[config.mk]
export PLATFORM = sky130hd
export DESIGN_NAME = bounded_deque
export DESIGN_NICKNAME = d
export VERILOG_FILES = /design/src/design/bd_pkg.sv /design/src/design/bd_ctrl.sv /design/src/design/bd_datapath.sv /design/src/design/bounded_deque.sv
export SDC_FILE = /design/constraint.sdc
export NUM_CORES = 1
export LEC_CHECK = 0
export BUFFER_PORTS_ARGS = -buffer_cell sky130_fd_sc_hd__buf_4
export CORE_MARGIN = 2
export CORE_UTILIZATION = 61
export CTS_CLUSTER_SIZE = 28
export DETAILED_ROUTE_END_ITERATION = 16
export PLACE_DENSITY = 0.8
export SLEW_MARGIN = 0
export SYNTH_ARGS = -nofsm -noshare
export SYNTH_HDL_FRONTEND = slang
export SYNTH_SLANG_ARGS = --single-unit
[constraint.sdc]
create_clock -name clk_i -period 6.8 [get_ports clk_i]
set_input_delay 0.34 -clock clk_i [delete_from_list [all_inputs] [get_ports clk_i]]
set_output_delay 0.34 -clock clk_i [all_outputs]
set_load 0.01 [all_outputs]
[src/design/bd_pkg.sv]
// ----------------------------------------------------------------------------
// bd_pkg
// Shared types and codes for the bounded deque: actions, status codes,
// controller states and the controller/datapath command and status groups.
// ----------------------------------------------------------------------------
`default_nettype none

package bd_pkg;

  localparam int unsigned ActionWidth = 2;
  localparam int unsigned StatusWidth = 2;
  localparam int unsigned OccWidth    = 4;
  localparam int unsigned PortWidth   = 32;

  typedef enum logic [ActionWidth-1:0] {
    ACT_PUSH_FRONT = 2'd0,
    ACT_PUSH_BACK  = 2'd1,
    ACT_POP_FRONT  = 2'd2,
    ACT_POP_BACK   = 2'd3
  } action_e;

  typedef enum logic [StatusWidth-1:0] {
    STAT_DONE         = 2'd0,
    STAT_REFUSE_FULL  = 2'd1,
    STAT_REFUSE_EMPTY = 2'd2
  } status_e;

  typedef enum logic [1:0] {
    ST_IDLE,
    ST_READ,
    ST_RESP
  } state_e;

  typedef struct packed {
    logic exec;
    logic capture;
  } ctrl_cmd_t;

  typedef struct packed {
    logic need_read;
  } dp_status_t;

endpackage

`default_nettype wire

[src/design/bd_ctrl.sv]
// ----------------------------------------------------------------------------
// bd_ctrl
// Controller: accepts one beat at a time, waits for the store read on a
// pop from a non-empty store, then holds the result beat until it is taken.
// ----------------------------------------------------------------------------
`default_nettype none

module bd_ctrl (
  input  logic               clk_i,
  input  logic               rst_ni,
  input  logic               in_valid_i,
  output logic               in_stall_o,
  output logic               out_valid_o,
  input  logic               out_stall_i,
  input  bd_pkg::dp_status_t dp_status_i,
  output bd_pkg::ctrl_cmd_t  cmd_o
);
  import bd_pkg::*;

  state_e state_q, state_d;

  always_ff @(posedge clk_i or negedge rst_ni) begin
    if (!rst_ni) begin
      state_q <= ST_IDLE;
    end else begin
      state_q <= state_d;
    end
  end

  always_comb begin
    state_d = state_q;
    case (state_q)
      ST_IDLE: begin
        if (in_valid_i) begin
          state_d = dp_status_i.need_read ? ST_READ : ST_RESP;
        end
      end
      ST_READ: begin
        state_d = ST_RESP;
      end
      ST_RESP: begin
        if (!out_stall_i) begin
          state_d = ST_IDLE;
        end
      end
      default: begin
        state_d = ST_IDLE;
      end
    endcase
  end

  always_comb begin
    in_stall_o    = 1'b1;
    out_valid_o   = 1'b0;
    cmd_o.exec    = 1'b0;
    cmd_o.capture = 1'b0;
    case (state_q)
      ST_IDLE: begin
        in_stall_o = 1'b0;
        cmd_o.exec = in_valid_i;
      end
      ST_READ: begin
        cmd_o.capture = 1'b1;
      end
      ST_RESP: begin
        out_valid_o = 1'b1;
      end
      default: begin
        in_stall_o = 1'b1;
      end
    endcase
  end

  a_resp_blocks_input: assert property (@(posedge clk_i) disable iff (!rst_ni)
    out_valid_o |-> in_stall_o)
    else $error("input taken while a result is pending");

  a_read_then_resp: assert property (@(posedge clk_i) disable iff (!rst_ni)
    cmd_o.capture |=> out_valid_o)
    else $error("captured read not presented");

  a_exec_path: assert property (@(posedge clk_i) disable iff (!rst_ni)
    (cmd_o.exec && !dp_status_i.need_read) |=> out_valid_o)
    else $error("result missing after non-read action");

endmodule

`default_nettype wire

[src/design/bd_datapath.sv]
// ----------------------------------------------------------------------------
// bd_datapath
// Datapath: circular store with head/tail indices, occupancy count and
// the result registers.
// ----------------------------------------------------------------------------
`default_nettype none

module bd_datapath #(
  parameter int unsigned DEPTH      = 8,
  parameter int unsigned DATA_WIDTH = 32
) (
  input  logic                                clk_i,
  input  logic                                rst_ni,
  input  bd_pkg::ctrl_cmd_t                   cmd_i,
  output bd_pkg::dp_status_t                  status_o,
  input  logic [bd_pkg::ActionWidth-1:0]      action_i,
  input  logic signed [bd_pkg::PortWidth-1:0] push_value_i,
  output logic signed [bd_pkg::PortWidth-1:0] result_value_o,
  output logic [bd_pkg::StatusWidth-1:0]      status_code_o,
  output logic [bd_pkg::OccWidth-1:0]         occupancy_o
);
  import bd_pkg::*;

  localparam int unsigned IW = (DEPTH > 1) ? $clog2(DEPTH) : 1;
  localparam int unsigned CW = $clog2(DEPTH + 1);

  logic [DATA_WIDTH-1:0] mem [DEPTH];
  logic [DATA_WIDTH-1:0] rd_q;

  logic [IW-1:0] head_q, head_d, tail_q, tail_d;
  logic [CW-1:0] count_q, count_d;

  logic signed [PortWidth-1:0] result_q, result_d;
  logic [StatusWidth-1:0]      stat_q, stat_d;
  logic [OccWidth-1:0]         occ_q;

  logic                  we, re;
  logic [IW-1:0]         waddr, raddr;
  logic [DATA_WIDTH-1:0] wdata;
  logic [63:0]           push_ext;
  logic [63:0]           push_out64, rd_out64;
  logic                  is_empty, is_full, is_push;
  action_e               act;

  assign act      = action_e'(action_i);
  assign is_empty = (count_q == '0);
  assign is_full  = (count_q == CW'(DEPTH));
  assign is_push  = (act == ACT_PUSH_FRONT) || (act == ACT_PUSH_BACK);

  assign push_ext   = 64'(push_value_i);
  assign wdata      = push_ext[DATA_WIDTH-1:0];
  assign push_out64 = 64'($signed(wdata));
  assign rd_out64   = 64'($signed(rd_q));

  assign status_o.need_read = !is_push && !is_empty;

  function automatic logic [IW-1:0] wrap_inc(input logic [IW-1:0] i);
    wrap_inc = (i == IW'(DEPTH - 1)) ? '0 : i + IW'(1);
  endfunction

  function automatic logic [IW-1:0] wrap_dec(input logic [IW-1:0] i);
    wrap_dec = (i == '0) ? IW'(DEPTH - 1) : i - IW'(1);
  endfunction

  always_comb begin
    head_d   = head_q;
    tail_d   = tail_q;
    count_d  = count_q;
    result_d = '0;
    stat_d   = STAT_DONE;
    we       = 1'b0;
    re       = 1'b0;
    waddr    = '0;
    raddr    = (act == ACT_POP_FRONT) ? head_q : tail_q;
    if (is_push) begin
      if (is_full) begin
        stat_d = STAT_REFUSE_FULL;
      end else begin
        we       = 1'b1;
        count_d  = count_q + CW'(1);
        result_d = push_out64[PortWidth-1:0];
        if (is_empty) begin
          head_d = '0;
          tail_d = '0;
          waddr  = '0;
        end else if (act == ACT_PUSH_FRONT) begin
          head_d = wrap_dec(head_q);
          waddr  = head_d;
        end else begin
          tail_d = wrap_inc(tail_q);
          waddr  = tail_d;
        end
      end
    end else begin
      if (is_empty) begin
        stat_d = STAT_REFUSE_EMPTY;
      end else begin
        re      = 1'b1;
        count_d = count_q - CW'(1);
        if (head_q == tail_q) begin
          head_d = '0;
          tail_d = '0;
        end else if (act == ACT_POP_FRONT) begin
          head_d = wrap_inc(head_q);
        end else begin
          tail_d = wrap_dec(tail_q);
        end
      end
    end
  end

  always_ff @(posedge clk_i) begin
    if (cmd_i.exec && we) begin
      mem[waddr] <= wdata;
    end
    if (cmd_i.exec && re) begin
      rd_q <= mem[raddr];
    end
  end

  always_ff @(posedge clk_i or negedge rst_ni) begin
    if (!rst_ni) begin
      head_q  <= '0;
      tail_q  <= '0;
      count_q <= '0;
    end else if (cmd_i.exec) begin
      head_q  <= head_d;
      tail_q  <= tail_d;
      count_q <= count_d;
    end
  end

  always_ff @(posedge clk_i) begin
    if (cmd_i.exec) begin
      result_q <= result_d;
      stat_q   <= stat_d;
      occ_q    <= OccWidth'(count_d);
    end else if (cmd_i.capture) begin
      result_q <= rd_out64[PortWidth-1:0];
    end
  end

  assign result_value_o = result_q;
  assign status_code_o  = stat_q;
  assign occupancy_o    = occ_q;

  a_count_bound: assert property (@(posedge clk_i) disable iff (!rst_ni)
    count_q <= CW'(DEPTH))
    else $error("occupancy above depth");

  a_empty_indices: assert property (@(posedge clk_i) disable iff (!rst_ni)
    is_empty |-> (head_q == '0 && tail_q == '0))
    else $error("empty store with nonzero indices");

  a_push_count: assert property (@(posedge clk_i) disable iff (!rst_ni)
    (cmd_i.exec && is_push && !is_full) |=> count_q == $past(count_q) + CW'(1))
    else $error("push did not advance occupancy");

endmodule

`default_nettype wire

[src/design/bounded_deque.sv]
// ----------------------------------------------------------------------------
// bounded_deque
// Bounded double-ended queue of signed words on a circular store.
//
//   channel  direction  handshake                fields
//   in       input      in_valid_i / in_stall_o  action_i, push_value_i
//   out      output     out_valid_o / out_stall_i result_value_o, status_o,
//                                                  occupancy_o
//
// A push or a refused action raises the result beat in the cycle after accept;
// a pop first passes the READ state for the registered store read port. One beat
// is in flight at a time; the next input is taken the cycle after the
// result beat leaves.
// Reset empties the deque at once; store contents are not cleared.
// An out stall holds the result and keeps the input stalled.
// ----------------------------------------------------------------------------
`default_nettype none

module bounded_deque #(
  parameter int unsigned DEPTH      = 8,
  parameter int unsigned DATA_WIDTH = 32
) (
  input  logic                                clk_i,
  input  logic                                rst_ni,
  input  logic                                in_valid_i,
  output logic                                in_stall_o,
  input  logic [bd_pkg::ActionWidth-1:0]      action_i,
  input  logic signed [bd_pkg::PortWidth-1:0] push_value_i,
  output logic                                out_valid_o,
  input  logic                                out_stall_i,
  output logic signed [bd_pkg::PortWidth-1:0] result_value_o,
  output logic [bd_pkg::StatusWidth-1:0]      status_o,
  output logic [bd_pkg::OccWidth-1:0]         occupancy_o
);
  import bd_pkg::*;

  ctrl_cmd_t  cmd;
  dp_status_t dp_status;

  bd_ctrl u_ctrl (
    .clk_i       (clk_i),
    .rst_ni      (rst_ni),
    .in_valid_i  (in_valid_i),
    .in_stall_o  (in_stall_o),
    .out_valid_o (out_valid_o),
    .out_stall_i (out_stall_i),
    .dp_status_i (dp_status),
    .cmd_o       (cmd)
  );

  bd_datapath #(
    .DEPTH      (DEPTH),
    .DATA_WIDTH (DATA_WIDTH)
  ) u_datapath (
    .clk_i          (clk_i),
    .rst_ni         (rst_ni),
    .cmd_i          (cmd),
    .status_o       (dp_status),
    .action_i       (action_i),
    .push_value_i   (push_value_i),
    .result_value_o (result_value_o),
    .status_code_o  (status_o),
    .occupancy_o    (occupancy_o)
  );

endmodule

`default_nettype wire

# Word level (Yosys, flattened, before mapping)
# Memory sizes are Yosys's and may differ from the RTL's. A register that Yosys moved wholly into a read port is not among the register bits.
# Index checks and enable logic that the tools add are counted.
# word_totals
n_memories	1
latch_bits	0
ram_bits	256
register_bits	50
romBits	0
word_cells	92
input_bits	38
# memory_table
name	words	word_bits	read_ports	rd_clocked_by_memory_dff	write_ports	line	text
u_datapath.mem	8	32	1	1	1	bd_datapath.sv:27	logic [DATA_WIDTH-1:0] mem [DEPTH];
# op_classes
n_reduce_logical	16
shift	0
n_eq_ne	15
bitwise_logic	0
n_addsub	6
order_cmp	0
multipliers	0
mux	47
n_div	0
# ops
op	count
two-way mux 32 bit	4
two-way mux 3 bit	23
two-way mux 4 bit	3
two-way mux 1 bit	11
two-way mux 2 bit	5
AND reduction 5 bit	2
!= test 2 bit, second input constant	4
adder 3 x 1 -> 3 bit, second input constant	2
equality test 3 bit, second input constant	2
zero test 3 bit	2
!= test 3 x 2 -> 1 bit, second input constant	2
one-hot mux 2 bit (3 select lines)	1
subtractor 3 x 1 -> 3 bit, second input constant	2
adder 4 x 1 -> 4 bit, second input constant	1
equality test 2 x 1 -> 1 bit, second input constant	2
equality test 2 bit, second input constant	2
equality test 4 bit, second input constant	1
zero test 2 bit	2
zero test 4 bit	1
subtractor 4 x 1 -> 4 bit, second input constant	1
equality test 3 bit	1
logical AND 1 bit	3
!= test 3 x 1 -> 1 bit, second input constant	1
nonzero test 3 bit	1
other kinds (4)	5

# Longest topological paths before layout
# logic_depth
depth_word	7
ltp_mapped	9
ltp_nobuf	6

# Cells and area by module
# A second synthesis with hierarchy kept.
# hier_totals
hier_cells	637
area_unflattened_um2	13509.2
# modules_own_cells
mod	area_each_um2	n_inst	cells_per_inst
bd_datapath	13401.6	1	626
bd_ctrl	107.6	1	11

# Worst setup path after synthesis
# No wires, ideal clock.
# synth_path
path_type	register to register
start	register u_datapath.tail_q[1]
end	memory u_datapath.mem[3][0], enable pin
arrival_time_ns	4.897
required_ns	6.299
setup_time_ns	0.501
slack_ns	1.402
path_stages_with_launch	9
cell_sequence	dfrtp_1 clkbuf_1 clkbuf_1 buf_1 inv_1 ha_1 nor2b_1 a31o_2 nor4_1
# synth_via
elab_chain_len	6
elab_cells_between_ends	7
cone_classes	1 x add/sub; 1 x eq/ne; 5 x mux
# synth_lines
item	line	text
start, declared	bd_datapath.sv:30	logic [IW-1:0] head_q, head_d, tail_q, tail_d;
start signal, assigned	bd_datapath.sv:128	tail_q <= tail_d;
adder 3 x 1 -> 3 bit or equality test 3 bit (tied branches)	bd_datapath.sv:58	wrap_inc = (i == IW'(DEPTH - 1)) ? '0 : i + IW'(1);
two-way mux 3 bit (*)	bd_datapath.sv:58	
two-way mux 3 bit (*)	bd_datapath.sv:86	end else if (act == ACT_PUSH_FRONT) begin
two-way mux 3 bit (*)	bd_datapath.sv:82	if (is_empty) begin
two-way mux 3 bit (*)	bd_datapath.sv:76	if (is_full) begin
two-way mux 3 bit (*)	bd_datapath.sv:75	if (is_push) begin
end, declared	bd_datapath.sv:27	
# Every way passes the cells marked *; elsewhere a longest branch is shown, timed or not.

# Worst setup path after layout
# layout_path
start	register u_ctrl.state_q[1]
end	memory u_datapath.mem[5][15], enable pin
# layout_via
elab_chain_len	5
# layout_lines
item	line	text
start, declared	bd_ctrl.sv:20	state_e state_q, state_d;
start signal, assigned	bd_ctrl.sv:26	state_q <= state_d;
zero test 2 bit	bd_ctrl.sv:57	case (state_q)
two-way mux 1 bit	bd_ctrl.sv:57	
logical AND 1 bit	bd_datapath.sv:113	if (cmd_i.exec && we) begin
two-way mux 1 bit	bd_datapath.sv:113	
two-way mux 1 bit (not written as such)	bd_datapath.sv:114	mem[waddr] <= wdata;
# No other way between the ends.

==> flow_summary_export.csv <==
group,metric,value,unit
synthesis,yosys.area_share.adder,0.00872,
final_layout,final_cells,1388,
final_layout,num-fill-cells,1543,
die,fp.coreArea,23300,um^2
clock_tree,htree_levels,2,
global_route,antenna_found_initial,0,
critical_path,critPathMostFrequentCell,"buf_4",
synthesis,synth_area,14300,um^2
timing,min_period,3670,ps
final_layout,multi_input_area,3470,um^2
die,ios,78,
die,dieArea,24800,um^2
run,maxCapViolations,0,
final_layout,drive_gt1_frac,0.156,
timing,finalCritPeriodShare,0.540,
synthesis,synthCells,1008,
timing,hold_viol_final,0,
synthesis,synthMuxAreaShare,0.00698,
synthesis,synth-simple-area-share,0.0380,
die,initial_core_util,0.617,
die,die_w,157,um
synthesis,synth_edf_count,326,
die,placementRows,56,
route,first_pass_iters,5,
timing,setup_tns,0,ps
place,placed_area,15200,um^2
final_layout,final_nets,1098,
pwr,leakage,0.00560,uW
synthesis,synth.yosys.seq_area_share,0.703,
critical_path,path_max_fanout,47,
critical_path,path_class,"reg2reg",
global_route,grt_pass1_vias,8828,
synthesis,yosysTopAreaCellShare,0.683,
final_layout,areaGrowthSynthToFinish,13.0,%
clock_tree,clkLatencyLatePin,510,ps
global_route,grt_pass1_wl,48200,um
pwr,power.density,389,nW/um^2
critical_path,arrival,3800,ps
clock_tree,path_clk_slew,60,ps
synthesis,synthTopCellsByArea,"edfxtp_1 68%, a211oi_1 13%, inv_1 3.6%",
place,gp_congestion,0.863,
timing,rsz0062_at_grt,"no",
timing,slew_violations,0,
route,route.detailed.drc,0,
critical_path,crit_chain,"or3b_2 > buf_4 > a211oi_4 > buf_4 > o2111ai_1 > nor2_4",
clock_tree,cts.path.max_buffers,3,
synthesis,yosys.cell_types.count,61,
route,vias,8880,
synthesis,synth.avg_cell_area,14.2,um^2
route,drt_iter0_markers,864,
global_route,grt_max_degree,85,
place,placedCellCount,1332,
synthesis,synth_compound_gate_area_share,0.175,
critical_path,cp.required,6920,ps
route,drt_wl_total,31000,um
clock_tree,cts-root-buf,"clkbuf_16",
timing,slew_headroom,0.197,
timing,finClkSkew,12.9,ps
critical_path,endpoint_kind,"flop",
clock_tree,cts_sinks,338,
final_layout,seqCellArea,10100,um^2
outcome,outcome,"completed",
timing,tightest_slew,1200,ps
timing,clock.fmax,272,MHz
synthesis,yosysWarnings,0,
route,detail-route-antenna-nets,0,
synthesis,synthXorXnorAreaFrac,0.00366,
clock_tree,post_cts_resized,0,
synthesis,syn_nets,1056,
pwr,max-vdd-ir-drop,0.000275,V
global_route,grtUsageTotal,0.255,
clock_tree,cts_buffers,34,
timing,worst_slack,3130,ps
global_route,globalRoute.totalOverflow,0,
route,vias_per_cell,6.40,
synthesis,synth_async_sr_flop_share,0.0355,
synthesis,synth_top_family_by_area,"compound AO/OA/AOI/OAI gates",
die,fp.dieH,157,um
critical_path,slowest_delay,930,ps
critical_path,critPathSlowestCell,"nor2_4",
route,wl_per_cell,22.4,um
final_layout,final_area,16200,um^2
timing,setup_viol,0,
place,numPortBuffers,77,
final_layout,num_antenna_cells,0,
place,place_ws,3120,ps
clock_tree,cts_tree,"built",
final_layout,final_util,0.697,
synthesis,ys_ff_latch,338,
worst_hold_path,min_path_type,"in2reg",
synthesis,synth_flop_cell,"edfxtp_1",
place,place_hpwl,16100,um
critical_path,start_kind,"flop",
synthesis,synth_top_cell_by_area,"edfxtp_1",
## per-layer routing
layer | track usage | vias to the layer above | part of all wire
met5 | 0 | - | 0
met4 | 0.0740 | 0 | 0.021
met3 | 0.0430 | 59 | 0.076
met2 | 0.424 | 405 | 0.50
met1 | 0.350 | 4391 | 0.41
li1 | - | 4025 | -
## stage by stage
step           power (uW)  hold WS, ps
6_report             6310         55.4
5_1_grt              6590         45.3
4_1_cts              6320         41.7
3_5_place_dp         4580          198
3_3_place_gp         4510          199
2_1_floorplan        4010         44.4
## final timing paths
| path | start | to | slack, ps | depth (start not counted) |
|---|---|---|---|---|
| worst max-delay path | u_ctrl.state_q[1] | u_datapath.mem[5][15] | 3130 | 6 |
| worst min-delay path | out_stall_i | u_ctrl.state_q[1] | 60 | 2 |
| worst max register to register | u_ctrl.state_q[1] | u_datapath.mem[5][15] | 3130 | 6 |
| worst min register to register | u_datapath.rd_q[3] | u_datapath.result_value_o[3] | 530 | 1 |
| max in group asynchronous | rst_ni | u_datapath.tail_q[1] | 6400 | 2 |
| min in group asynchronous | rst_ni | u_datapath.tail_q[1] | 220 | 2 |
## critical path: cells and delay by family, from the launching register on
| family | cells | cell delay [ps] |
|---|---|---|
| compound gates | 2 | 660 |
| flops | 1 | 430 |
| buf+inv | 2 | 800 |
| simple gates | 2 | 1380 |
## Yosys cell counts, drive strengths merged (2+ instances only)
cell type,instances
a211oi,258
a21o,3
a21oi,5
a22o,33
a311o,2
a31o,2
a31oi,5
and2,2
and4bb,2
buf,40
clkbuf,47
dfrtp,12
edfxtp,326
ha,10
inv,140
mux2,5
mux2i,4
nand2,10
nand2b,3
nand3,2
nor2,12
nor2b,5
nor3,7
nor4,34
nor4bb,2
o211ai,3
o21ai,4
o31a,2
o31ai,2
or3,2
or3b,2
xnor2,5
## timing repair
item                      in CTS  in global routing
buffers inserted               0                  0
hold endpoints to repair      12                  0
hold buffers                   1                  0
## state kept, by name, summed over array words and instances, names as in the netlist
name	cells
u_datapath.tail_q	3
u_ctrl.state_q	2
u_datapath.count_q	4
u_datapath.mem	256
u_datapath.rd_q	32
u_datapath.occupancy_o	4
u_datapath.result_value_o	32
u_datapath.status_code_o	2
u_datapath.head_q	3
## logic make-up after synthesis
kind of cell | count (synthesis)
AO/OA/AOI/OAI | 328
XOR/XNOR | 6
adder cells (fa/ha/maj) | 10
buffers and inverters | 227
flip-flops | 338
multiplexers | 9
AND/OR/NAND/NOR | 90
## cells in the final DEF (no fill, tap or decap), types with 3 or more instances in the layout
master	synthesis	layout
clkinv_1	0	4
a211oi_1	257	257
ha_1	10	10
nand2_1	10	10
clkbuf_1	46	8
xnor2_1	5	5
nor3_1	7	5
clkbuf_16	0	35
a21oi_1	5	4
o211ai_1	3	3
nor4_1	34	32
buf_4	5	92
dfrtp_1	12	11
inv_1	139	139
nor2b_1	5	5
mux2i_1	4	3
nor2_4	0	6
clkinvlp_4	0	3
a31oi_1	4	3
mux2_2	4	4
o21ai_0	3	3
a22o_1	33	33
edfxtp_1	326	326
nor2_1	12	6
## area by class of cell
cell class,instances,share of cell area
sequential,338,0.623
inverter,140,0.0324
multi-input combinational,443,0.214
clock buffer,43,0.0559
clock inverter,12,0.00718
tap,319,0.0246
timing repair buffer,93,0.0432
## power by group
group          leakage [uW]  total [uW]  internal (uW)  switching [uW]
registers           0.00311        2800           2640             167
clock network      0.000488        1760           1020             740
logic               0.00200        1750            642            1110
total               0.00560        6310           4290            2020
(Power assumes the default switching activity.)
